**src/dfs_pkg.sv**
```systemverilog
`default_nettype none

package dfs_pkg;

   // Build-time defaults for the top-level parameters
   localparam int DELIM_MAX_DEFAULT        = 4;
   localparam int FIELD_COUNT_BITS_DEFAULT = 16;

   // Fixed port widths
   localparam int CSR_DATA_W = 32;
   localparam int CSR_IDX_W  = 2;
   localparam int LEN_W      = 3;
   localparam int MAXF_W     = 16;
   localparam int INDEX_W    = 16;

   // Register map
   localparam logic [CSR_IDX_W-1:0] REG_DELIM_BYTES = 2'd0;
   localparam logic [CSR_IDX_W-1:0] REG_DELIM_LEN   = 2'd1;
   localparam logic [CSR_IDX_W-1:0] REG_MAX_FIELDS  = 2'd2;

   // Register reset values
   localparam logic [CSR_DATA_W-1:0] DELIM_BYTES_RESET = 32'd44;
   localparam logic [LEN_W-1:0]      DELIM_LEN_RESET   = 3'd1;
   localparam logic [MAXF_W-1:0]     MAX_FIELDS_RESET  = 16'd0;

   typedef enum logic [1:0] {
      CMD_DATA     = 2'd0,
      CMD_DATA_END = 2'd1,
      CMD_END      = 2'd2,
      CMD_NOP      = 2'd3
   } cmd_type;

   localparam logic KIND_BYTE = 1'b0;
   localparam logic KIND_END  = 1'b1;

   // Window cell move for one cycle
   typedef enum logic [1:0] {
      SH_HOLD = 2'd0,
      SH_ONE  = 2'd1,
      SH_LEN  = 2'd2
   } shift_type;

   typedef struct packed {
      logic               kind;
      logic [7:0]         out_byte;
      logic [INDEX_W-1:0] field_index;
      logic               field_empty;
      logic               last;
   } rsp_type;

endpackage

`default_nettype wire

```
**src/dfs_window_cell.sv**
```systemverilog
`default_nettype none

module dfs_window_cell (
   input  wire logic               clock,
   input  wire dfs_pkg::shift_type shift,
   input  wire logic               load,
   input  wire logic [7:0]         new_byte,
   input  wire logic [7:0]         nbr_byte,
   input  wire logic [7:0]         far_byte,
   input  wire logic [7:0]         delim_byte,
   output logic      [7:0]         cell_byte,
   output logic                    match
);
   import dfs_pkg::*;

   logic [7:0] byte_ff;
   logic [7:0] byte_in;

   always_comb begin
      unique case (shift)
         SH_ONE:  byte_in = nbr_byte;
         SH_LEN:  byte_in = far_byte;
         default: byte_in = byte_ff;
      endcase
      // new byte lands in the first free slot after the shift
      if (load) begin
         byte_in = new_byte;
      end
   end

   always_ff @(posedge clock) begin
      byte_ff <= byte_in;
   end

   assign cell_byte = byte_ff;
   assign match     = (byte_ff == delim_byte);

endmodule

`default_nettype wire

```
**src/dfs_rsp_fifo.sv**
```systemverilog
`default_nettype none

module dfs_rsp_fifo (
   input  wire logic             clock,
   input  wire logic             reset,
   input  wire logic             push,
   input  wire dfs_pkg::rsp_type push_data,
   output logic                  space,
   input  wire logic             pop_ready,
   output logic                  head_valid,
   output dfs_pkg::rsp_type      head
);
   import dfs_pkg::*;

   rsp_type    entry_ff [2];
   logic       wr_ptr_ff, wr_ptr_in;
   logic       rd_ptr_ff, rd_ptr_in;
   logic [1:0] count_ff, count_in;
   logic       pop;

   assign space      = (count_ff < 2'd2);
   assign head_valid = (count_ff != 2'd0);
   assign head       = entry_ff[rd_ptr_ff];
   assign pop        = head_valid && pop_ready;

   always_comb begin
      wr_ptr_in = push ? ~wr_ptr_ff : wr_ptr_ff;
      rd_ptr_in = pop ? ~rd_ptr_ff : rd_ptr_ff;
      count_in  = count_ff + {1'b0, push} - {1'b0, pop};
   end

   always_ff @(posedge clock) begin
      if (reset) begin
         wr_ptr_ff <= 1'b0;
         rd_ptr_ff <= 1'b0;
         count_ff  <= 2'd0;
      end else begin
         wr_ptr_ff <= wr_ptr_in;
         rd_ptr_ff <= rd_ptr_in;
         count_ff  <= count_in;
      end
   end

   always_ff @(posedge clock) begin
      if (push) begin
         entry_ff[wr_ptr_ff] <= push_data;
      end
   end

endmodule

`default_nettype wire

```
**src/delimiter_field_splitter.sv**
```systemverilog
// Channel  | Direction | Handshake            | Payload
// ---------+-----------+----------------------+-------------------------------------------
// req      | in        | req_valid/req_ready  | req_cmd[1:0], req_data_byte[7:0]
// rsp      | out       | rsp_valid/rsp_ready  | rsp_result_kind, rsp_out_byte[7:0],
//          |           |                      | rsp_field_index[15:0], rsp_field_empty, rsp_last
// csr      | in        | csr_we (no wait)     | csr_index[1:0], csr_wdata[31:0]
//
// One req transaction per cycle in steady state. Each cycle the window chain does one
// step (emit front byte, close a field, or flush), so the rsp side moves at most one
// transaction per cycle; an item causing k results keeps req_ready low while the chain
// steps through them, and longer while a stalled rsp side keeps the rsp queue full.
// Synchronous active-high reset clears the window count, field counter and flags, and
// loads the delimiter ',' length 1, no field limit. A 2-entry rsp queue decouples the
// sides: req_ready depends only on registered state, never on rsp_ready.
`default_nettype none

module delimiter_field_splitter #(
   parameter int DELIM_MAX        = dfs_pkg::DELIM_MAX_DEFAULT,
   parameter int FIELD_COUNT_BITS = dfs_pkg::FIELD_COUNT_BITS_DEFAULT
) (
   input  wire logic                          clock,
   input  wire logic                          reset,
   // request channel
   input  wire logic                          req_valid,
   output logic                               req_ready,
   input  wire logic [1:0]                    req_cmd,
   input  wire logic [7:0]                    req_data_byte,
   // response channel
   output logic                               rsp_valid,
   input  wire logic                          rsp_ready,
   output logic                               rsp_result_kind,
   output logic [7:0]                         rsp_out_byte,
   output logic [dfs_pkg::INDEX_W-1:0]        rsp_field_index,
   output logic                               rsp_field_empty,
   output logic                               rsp_last,
   // configuration writes
   input  wire logic                          csr_we,
   input  wire logic [dfs_pkg::CSR_IDX_W-1:0] csr_index,
   input  wire logic [dfs_pkg::CSR_DATA_W-1:0] csr_wdata
);
   import dfs_pkg::*;

   localparam int CNT_W = $clog2(DELIM_MAX + 1);
   // wide enough for both the field counter plus one and the 16-bit limit
   localparam int SUM_W = ((FIELD_COUNT_BITS > MAXF_W) ? FIELD_COUNT_BITS : MAXF_W) + 1;

   // ---------------- configuration registers ----------------
   logic [CSR_DATA_W-1:0] delim_ff;
   logic [LEN_W-1:0]      len_ff;
   logic [MAXF_W-1:0]     maxf_ff;

   always_ff @(posedge clock) begin
      if (reset) begin
         delim_ff <= DELIM_BYTES_RESET;
         len_ff   <= DELIM_LEN_RESET;
         maxf_ff  <= MAX_FIELDS_RESET;
      end else if (csr_we) begin
         unique case (csr_index)
            REG_DELIM_BYTES: delim_ff <= csr_wdata;
            REG_DELIM_LEN:   len_ff   <= csr_wdata[LEN_W-1:0];
            REG_MAX_FIELDS:  maxf_ff  <= csr_wdata[MAXF_W-1:0];
            default: ;  // unmapped index, write dropped
         endcase
      end
   end

   // Effective delimiter length: 0 acts as 1, clipped to the window size
   logic [3:0]       len_wide;
   logic [CNT_W-1:0] act_len;

   always_comb begin
      len_wide = {1'b0, len_ff};
      if (len_wide == 4'd0) begin
         act_len = CNT_W'(1);
      end else if (len_wide > 4'(DELIM_MAX)) begin
         act_len = CNT_W'(DELIM_MAX);
      end else begin
         act_len = CNT_W'(len_wide);
      end
   end

   // ---------------- stream state ----------------
   logic [CNT_W-1:0]            count_ff, count_in;
   logic [FIELD_COUNT_BITS-1:0] fields_ff, fields_in;
   logic                        has_ff, has_in;     // current field has seen a byte
   logic                        armed_ff, armed_in; // a data byte arrived, drain matches
   logic                        flush_ff, flush_in; // end of string pending

   // ---------------- window chain ----------------
   shift_type  shift;
   logic       load;
   logic [7:0] cell_byte  [DELIM_MAX];
   logic [7:0] ext_byte   [2*DELIM_MAX];
   logic [7:0] far_byte   [DELIM_MAX];
   logic       cell_match [DELIM_MAX];
   logic [CNT_W-1:0] count_a;

   // zero padding past the end of the chain keeps shift sources in range
   always_comb begin
      for (int i = 0; i < 2*DELIM_MAX; i++) begin
         ext_byte[i] = (i < DELIM_MAX) ? cell_byte[i % DELIM_MAX] : 8'd0;
      end
      for (int i = 0; i < DELIM_MAX; i++) begin
         far_byte[i] = 8'd0;
         for (int k = 1; k <= DELIM_MAX; k++) begin
            if (act_len == CNT_W'(k)) begin
               far_byte[i] = ext_byte[i + k];
            end
         end
      end
   end

   for (genvar g = 0; g < DELIM_MAX; g++) begin : g_cell
      logic [7:0] dbyte;
      if (g < 4) begin : g_cfg
         assign dbyte = delim_ff[8*g +: 8];
      end else begin : g_zero
         assign dbyte = 8'd0;  // no register bits beyond the fourth byte
      end

      dfs_window_cell u_cell (
         .clock      (clock),
         .shift      (shift),
         .load       (load && (count_a == CNT_W'(g))),
         .new_byte   (req_data_byte),
         .nbr_byte   (ext_byte[g + 1]),
         .far_byte   (far_byte[g]),
         .delim_byte (dbyte),
         .cell_byte  (cell_byte[g]),
         .match      (cell_match[g])
      );
   end

   // ---------------- step control ----------------
   logic             hit_all;
   logic             matching_on;
   logic             hit;
   logic             do_match;
   logic             do_flush;
   logic             act;
   logic             fifo_space;
   logic             push;
   rsp_type          push_data;
   logic             armed_a;
   logic             flush_a;
   logic             req_fire;
   cmd_type          cmd;
   logic [SUM_W-1:0] fields_wide;

   assign fields_wide = SUM_W'(fields_ff);
   assign cmd         = cmd_type'(req_cmd);

   always_comb begin
      // delimiter compare over the first act_len cells
      hit_all = 1'b1;
      for (int i = 0; i < DELIM_MAX; i++) begin
         if ((CNT_W'(i) < act_len) && !cell_match[i]) begin
            hit_all = 1'b0;
         end
      end
      // matching stops once the current field is the last allowed one
      matching_on = (maxf_ff == '0) ||
                    ((fields_wide + SUM_W'(1)) < SUM_W'(maxf_ff));
      hit = matching_on && hit_all;
   end

   always_comb begin
      do_match = armed_ff && (count_ff >= act_len);
      do_flush = !do_match && flush_ff;
      act      = (do_match || do_flush) && fifo_space;

      shift     = SH_HOLD;
      count_a   = count_ff;
      fields_in = fields_ff;
      has_in    = has_ff;
      flush_a   = flush_ff;
      push      = 1'b0;
      push_data.kind        = KIND_BYTE;
      push_data.out_byte    = cell_byte[0];
      push_data.field_index = fields_wide[INDEX_W-1:0];
      push_data.field_empty = 1'b0;
      push_data.last        = 1'b0;

      if (act) begin
         push = 1'b1;
         if (do_match && hit) begin
            // delimiter found: close field, drop the delimiter bytes
            push_data.kind        = KIND_END;
            push_data.out_byte    = 8'd0;
            push_data.field_empty = !has_ff;
            if (fields_ff != '1) begin
               fields_in = fields_ff + FIELD_COUNT_BITS'(1);
            end
            has_in  = 1'b0;
            shift   = SH_LEN;
            count_a = count_ff - act_len;
         end else if (do_match || (count_ff != '0)) begin
            // front byte belongs to the current field
            has_in  = 1'b1;
            shift   = SH_ONE;
            count_a = count_ff - CNT_W'(1);
         end else begin
            // window empty at end of string: final close, back to start
            push_data.kind        = KIND_END;
            push_data.out_byte    = 8'd0;
            push_data.field_empty = !has_ff;
            push_data.last        = 1'b1;
            fields_in = '0;
            has_in    = 1'b0;
            flush_a   = 1'b0;
         end
      end

      armed_a   = armed_ff && (count_a >= act_len);
      req_ready = !armed_a && !flush_a;
      req_fire  = req_valid && req_ready;

      count_in = count_a;
      armed_in = armed_a;
      flush_in = flush_a;
      load     = 1'b0;

      if (req_fire) begin
         unique case (cmd)
            CMD_DATA: begin
               load     = (count_a < CNT_W'(DELIM_MAX));
               count_in = load ? count_a + CNT_W'(1) : count_a;
               armed_in = 1'b1;
            end
            CMD_DATA_END: begin
               load     = (count_a < CNT_W'(DELIM_MAX));
               count_in = load ? count_a + CNT_W'(1) : count_a;
               armed_in = 1'b1;
               flush_in = 1'b1;
            end
            CMD_END: begin
               flush_in = 1'b1;
            end
            CMD_NOP: ;  // ignored
         endcase
      end
   end

   always_ff @(posedge clock) begin
      if (reset) begin
         count_ff  <= '0;
         fields_ff <= '0;
         has_ff    <= 1'b0;
         armed_ff  <= 1'b0;
         flush_ff  <= 1'b0;
      end else begin
         count_ff  <= count_in;
         fields_ff <= fields_in;
         has_ff    <= has_in;
         armed_ff  <= armed_in;
         flush_ff  <= flush_in;
      end
   end

   // ---------------- response queue ----------------
   rsp_type head;

   dfs_rsp_fifo u_rsp_fifo (
      .clock      (clock),
      .reset      (reset),
      .push       (push),
      .push_data  (push_data),
      .space      (fifo_space),
      .pop_ready  (rsp_ready),
      .head_valid (rsp_valid),
      .head       (head)
   );

   assign rsp_result_kind = head.kind;
   assign rsp_out_byte    = head.out_byte;
   assign rsp_field_index = head.field_index;
   assign rsp_field_empty = head.field_empty;
   assign rsp_last        = head.last;

endmodule

`default_nettype wire

```
**config.mk**
```make
export PLATFORM = sky130hd
export DESIGN_NAME = delimiter_field_splitter
export DESIGN_NICKNAME = d
export VERILOG_FILES = /design/src/dfs_pkg.sv /design/src/dfs_window_cell.sv /design/src/dfs_rsp_fifo.sv /design/src/delimiter_field_splitter.sv
export SDC_FILE = /design/constraint.sdc
export NUM_CORES = 1
export LEC_CHECK = 0
export BUFFER_PORTS_ARGS = -buffer_cell sky130_fd_sc_hd__buf_4
export CAP_MARGIN = 25
export CORE_UTILIZATION = 55
export CTS_BUF_LIST = sky130_fd_sc_hd__clkbuf_4
export DETAILED_ROUTE_END_ITERATION = 7
export HOLD_SLACK_MARGIN = 0.06
export PLACE_DENSITY = 0.8
export RECOVER_POWER = 25
export SETUP_SLACK_MARGIN = 0.1
export SYNTH_ARGS = -nofsm -noshare
export SYNTH_HDL_FRONTEND = slang
export SYNTH_HIERARCHICAL = 1
export SYNTH_SLANG_ARGS = --single-unit
```
**constraint.sdc**
```tcl
create_clock -name clock -period 6.9 [get_ports clock]
set_input_delay 2.07 -clock clock [delete_from_list [all_inputs] [get_ports clock]]
set_output_delay 2.07 -clock clock [all_outputs]
set_load 0.05 [all_outputs]
```
Word level (Yosys, flattened, before mapping):

Memories as Yosys holds them, arrays and structs flattened. A register that Yosys moved wholly into a read port is not among the register bits.
Index checks and enable logic that the tools add are counted.
W data, S select, Z words.

* add/sub/neg operators: 7
* $lt $le $gt $ge: 10
* equal/unequal tests: 20
* muxes and demuxes: 61
* bitwise operators: 2
* reductions and logical operators: 46

Operators by type and width (number)
* $mux W8: 17
* $mux W16: 3
* $pmux W8 S2: 3
* $eq A8 B8 Y1: 4
* $mux W9: 3
* $mux W3: 8
* $mux W1: 23
* $add A16 B1 Y17 const B: 1
* $logic_and A1 B1 Y1: 17
* $lt A17 B16 Y1: 1
* $add A16 B1 Y16 const B: 1
* $logic_not A16 Y1: 1
* $ne A16 B16 Y1 const B: 1
* $eq A3 B2 Y1 const B: 4
* $reduce_bool A3 Y1: 4
* $logic_not A1 Y1: 8
* $mux W2: 4
* $eq A2 B1 Y1 const B: 3
* $eq A2 B2 Y1 const B: 3
* $eq A3 B1 Y1 const B: 2
* $ge A3 B3 Y1: 2
* $logic_not A3 Y1: 2
* $lt A1 B3 Y1 const A: 2
* $lt A2 B3 Y1 const A: 2
* other kinds (18): 27

* register bits: 109
* memory bits (writable): 54
* output and inout port bits: 29
* logic and storage cells: 162
* memories: 1

Memory list
* u_rsp_fifo.entry_ff: words 2, bits a word 27, read ports 1, clocked after memory_dff 1, write ports 1, line dfs_rsp_fifo.sv:15 `rsp_type entry_ff [2];`

Logic depth before layout (Yosys ltp):

* word-level depth: 21
* mapped depth: 26

By module:

Netlist, hierarchy kept.

By module, submodules not included
* delimiter_field_splitter: instances 1, cells each 585, area each 4340.4 um^2, seq. area each 1461.4 um^2
* dfs_rsp_fifo: instances 1, cells each 107, area each 2297.2 um^2, seq. area each 1721.7 um^2
* dfs_window_cell: instances 4, cells each 48, area each 520.5 um^2, seq. area each 240.2 um^2

Worst setup path before layout:

Ideal clock, no wire load.

* kind: reg2out
* from: register fields_ff[2]
* to: output req_ready
* arrival: 4659 ps
* setup slack: 171 ps
* cell stages (with the launch flop): 22
* buffers on the path: 1
* path through: dfxtp_1 > and3_1 > and3_1 > and3_1 > clkbuf_1 > nand2_1 > nor3_1 > xor2_1 > ha_1 > nand3_1 > or3_1 > inv_1 > nand3_1 > a31o_2 > o221ai_1 > inv_1 > ha_1 > nand2b_1 > a21oi_1 > nor2b_1 > o21ai_0 > and2_1

* longest elaborated chain between the ends: 11
* elaborated cells on any way between the ends: 14

RTL lines
* start, declared: line delimiter_field_splitter.sv:84 `logic [FIELD_COUNT_BITS-1:0] fields_ff, fields_in;`
* start signal, assigned: line delimiter_field_splitter.sv:253 `fields_ff <= fields_in;`
* $add A16 B1 Y17 (*): line delimiter_field_splitter.sv:163 `((fields_wide + SUM_W'(1)) < SUM_W'(maxf_ff));`
* $lt A17 B16 Y1 (*): line delimiter_field_splitter.sv:163
* $logic_or A1 B1 Y1 (*): line delimiter_field_splitter.sv:162 `matching_on = (maxf_ff == '0) ||`
* $logic_and A1 B1 Y1 (*): line delimiter_field_splitter.sv:164 `hit = matching_on && hit_all;`
* $logic_and A1 B1 Y1 (*): line delimiter_field_splitter.sv:186 `if (do_match && hit) begin`
* $mux W3: line delimiter_field_splitter.sv:186
* $mux W3: line delimiter_field_splitter.sv:184 `if (act) begin`
* $ge A3 B3 Y1: line delimiter_field_splitter.sv:214 `armed_a = armed_ff && (count_a >= act_len);`
* $logic_and A1 B1 Y1: line delimiter_field_splitter.sv:214
* $logic_not A1 Y1: line delimiter_field_splitter.sv:215 `req_ready = !armed_a && !flush_a;`
* $logic_and A1 B1 Y1 (*): line delimiter_field_splitter.sv:215
* end, declared: line delimiter_field_splitter.sv:25 `output logic req_ready,`

Every way passes the cells marked *; elsewhere a longest branch is shown, timed or not.

Final worst setup path:

* from: register fields_ff[1]
* to: output req_ready

The elaborated chain is that of the path after synthesis.

==> results.md <==
- The standby leakage power is 3.855 nW.
- The die width is roughly 130 um.
- Dividing total power by cell area gives a power density of 308.4 nW/um^2.
- The library cell used most frequently in the layout, excluding fill and tap cells, is nand2_1.
- The data required time at the worst endpoint is 4.83 ns.
- For flop-to-flop paths, the worst setup slack is about 1.4 ns.
- For the worst setup path, the data arrival time is between 4 and 5 ns.
- The reg-to-reg startpoint is fields_ff[1].
- The area occupied by registers is between 4000 and 5000 sq um.
- Measured along the y axis, the die boundary spans ~130 um.
- The total congestion overflow is 0.
- Traced cell by cell, the critical path runs through and3_4 > and3_4 > and3_4 > buf_4 > nand3_2 > xnor2_2 > ha_1 > nand2_1 > or3_1 > inv_2 > nand3_2 > a31o_4 > o221ai_4 > inv_2 > ha_1 > a21oi_2 > nor2b_1 > o21ai_1 > and2_1 > buf_6.
- The critical path's slowest cell is dfxtp_1.
- The total of warnings raised by yosys is 6.
- The critical path depth is 20.
- Each instance of the synthesized netlist takes up on average about 9.9 sq um.
- The number of buffers and inverters on the critical path is 4.
- After synthesis, flip-flops and latches occupy between 40% and 50% of the total area.
- The class of the worst hold path is flop to flop.
- The number of remaining DRC errors is 0.
- The total track usage is between 20% and 30%.
- The number of failing setup endpoints in the final timing report is 0.
- The starting density of the core is 56.94%.
- In the global route stage, met3 resource usage came out at approximately 4.9%.
- In the global route stage, met2 resource usage came out at 41.46%.
- The max capacitance violation total is 1.
- The detailed router finished its first iteration with 623 violations.
- The beginning of the critical path is fields_ff[1].
- The number of different library cells in the post-synthesis netlist is between 60 and 70.
- The proportion of layout cells with a drive suffix above 1 is a little over a fifth.
- After layout, the worst setup slack is 0.2415 ns.
- The number of global-route vias before repair is between 6000 and 7000.
- The maximum ir drop on the vdd rail is 0.1809 mV.
- The end of the worst register-to-register path is g_cell[1].u_cell/cell_byte[6].
- The post-detailed-route via-to-cell ratio is around 5.5.
- The final wirelength is about 19000 um.
- The transition at the pin with the smallest max-transition slack is about 3 ns.
- The total clock buffers created by CTS is 17.
- Summing all placed instances gives a cell area of roughly 9500 sq um.
- In this run the clock root is driven by a clkbuf_4.
- The number of hold violations in the final report is 0.
- The post-route cell area is ~10000 sq um.
- The number of nets in the finished design is around 1100.
- The clock tree skew after final layout is approximately 0.027 ns.
- The relative max-transition margin is -96.55%.
- The most heavily used metal layer in global routing is met2.
- Once layout is complete, the cells apart from fillers number around 1200.
- At the end of the flow the core is filled with cells to 65.90%.
- The longest clock path from root to sink contains 2 buffers.
- Hold timing on the final database bottoms out at a slack of 0.4764 ns.
- In this run the standard cell core region covers between 15000 and 20000 sq um.
- The placed wire-length estimate is about 13000 um.
- For the worst-skew pair, the clock arrives at the later sink with an insertion delay of 0.57 ns.
- The post-route clock period utilization is between 90% and 100%.
- Entering global routing, the biggest net connects 63 pins.
- The prevailing post-synth register cell is edfxtp_1.
- CTS built an H-tree with a depth of 4.
- The TritonCTS sink count is 164.
- Of all flip-flops after synthesis, the portion carrying an async set or reset was 0%.
- The first detailed-routing pass took 5 iterations.
- The cell count after synthesis is between 800 and 900.
- The endpoint type of the worst setup path is an output pin.
- The mapped netlist covers approximately 8700 sq um.
- 78 I/O pins were placed.
- The number of flops mapped to enable cells by yosys is between 80 and 90.
- The diode insertion count for antenna repair is 0.
- The cell family contributing the most delay on the critical path is simple AND/OR/NAND/NOR gates.
- The library cells used most frequently in the layout, excluding fill and tap cells, are nand2_1 (155), buf_4 (100), edfxtp_1 (86), dfxtp_1 (74), a21oi_1 (66).
- The final weighted congestion of routability-driven global placement is approximately 0.84.
- The critical path class is flop to output pin.
- The post-synthesis sequential element count is 164.
- The worst setup path is launched from a flop.
- The number of stages on the worst hold path is 2.
- The run finished, with violations left.
- After detailed placement, the design holds a cell count of approximately 1200.
- The cell type with the highest occurrence count on the critical path is and3_4.
- The final routed wire length divided by cell count is between 15 and 20 um.
- The checks that failed: capacitance limit, slew limit.
- The maximum clock frequency is about 150 MHz.
- The clock-pin slew of the registers on the worst-case setup and hold paths is around 0.14 ns.
- The max-slew violation count was 63.
- The total number of vias is between 6000 and 7000.
- The pre-CTS worst setup slack is 0.2057 ns.
- The sum of internal, switching and leakage power is about 3.1 mW.
- The length in cells of the worst reg-to-reg path is 24.
- The count of fill cells added during filler insertion is 1220.
- Along the worst path, the maximum fanout reaches 4.
- The global-route wire length before repair is 30730 um.
- The path with the worst hold slack has its endpoint at delim_ff[25].
- The hold-fix buffer count after cts is 0.
- The count of nets left with antenna violations once routing finished came out at 0.
- The aggregate negative setup slack is 0 ns.
- The global-route met1 utilization is 29.75%.
- For the finished layout, the period the worst path requires is approximately 6.7 ns.
- TritonCTS built the clock tree.
- The number of antenna violations at the first check in global routing was 0.
- The die covers 16360 sq um.
- The start point of the worst min-delay path is delim_ff[25].
- Summing all multi-input logic gate instances after layout gives around 4400 sq um.
- The number of standard-cell rows in the floorplan is between 40 and 50.
- The count of buffers added on input and output ports is 77.
- Compared with the post-synthesis result, the final layout area differs by 15.74%.
- In this design, the stage delay of the slowest critical-path cell is 0.42 ns.
[per-layer routing]
metal	part of all wire (%)	up-vias
met4	2.7	0
li1	-	3252
met2	50	226
met1	42	3119
met5	0	-
met3	5.1	50
[logic make-up after synthesis]
logic type               share of synthesized area (%)
buffers and inverters                            4.448
adder cells (fa/ha/maj)                          4.821
flip-flops                                       47.52
AO/OA/AOI/OAI                                    11.03
XOR/XNOR                                         5.281
other                                          0.04301
multiplexers                                     9.757
AND/OR/NAND/NOR                                  17.09
[cells in the mapped netlist, types with 4 or more instances]
library cell / count / area [sq um]
nand2_1: 156 / 585.6
edfxtp_1: 86 / 2582
dfxtp_1: 78 / 1562
a21oi_1: 67 / 335.3
nor2_1: 55 / 206.5
o21ai_0: 48 / 240.2
mux2i_1: 43 / 430.4
inv_1: 41 / 153.9
xnor2_1: 38 / 332.8
ha_1: 32 / 400.4
clkbuf_1: 28 / 105.1
mux2_4: 22 / 330.3
and2_1: 19 / 118.9
nor2b_1: 17 / 106.4
o21ai_1: 16 / 80.08
nand3_1: 13 / 65.06
nand4_1: 13 / 81.33
xor2_1: 12 / 105.1
a211oi_1: 10 / 75.07
buf_6: 6 / 67.56
mux2_2: 5 / 56.30
nand2b_1: 5 / 31.28
nor3_1: 5 / 25.02
or3_1: 5 / 31.28
and2b_2: 4 / 35.03
nor2b_4: 4 / 55.05
nor4_1: 4 / 25.02
o31ai_1: 4 / 30.03
[worst register-to-register path: stages (launching register included)]
cell,delay (ns)
dfxtp_1,0.42
and3_4,0.24
and3_4,0.19
and3_4,0.22
buf_4,0.13
nand3_2,0.12
xnor2_2,0.20
ha_1,0.29
nand2_1,0.05
or3_1,0.37
inv_2,0.10
nand3_2,0.10
a31o_4,0.27
o221ai_4,0.23
inv_2,0.09
ha_1,0.32
a21oi_2,0.15
nor2b_1,0.06
o21ai_1,0.15
buf_4,0.14
o2111a_1,0.27
o211ai_1,0.24
nor2_1,0.19
buf_4,0.23
or3_1,0.38
[how the worst max path moves through the flow]
stage	endpoint
2_1_floorplan	req_ready
3_3_place_gp	req_ready
3_5_place_dp	req_ready
4_1_cts	req_ready
5_1_grt	req_ready
6_report	req_ready
[sequential cells by signal, indices dropped and copies added, names as in the netlist, 2 cells and up, named ones only]
signal                   cells
g_cell.u_cell/cell_byte     32
delim_ff                    32
count_ff                     3
u_rsp_fifo/entry_ff         54
len_ff                       3
maxf_ff                     16
fields_ff                   16
u_rsp_fifo/count_ff          2
[what timing repair did]
item / CTS / global route
resized for setup: 24 / 29
gates cloned: 0 / 0
setup endpoints to repair: 1 / 1
pin swaps: 1 / 12
buffers inserted: 1 / 12
[where the power goes]
part	switching [mW]	internal, mW	leakage [nW]
Clock	0.372	0.201	0.155
Combinational	0.697	0.471	2.27
Sequential	0.124	1.25	1.43
[layout make-up]
cell class / instances / share of cell area, %
inverter: 42 / 1.562
multi-input combinational: 653 / 44.09
clock buffer: 18 / 1.339
sequential: 164 / 41.16
clock inverter: 14 / 1.575
tap: 211 / 2.616
timing repair buffer: 104 / 7.662
(Power assumes the default switching activity.)
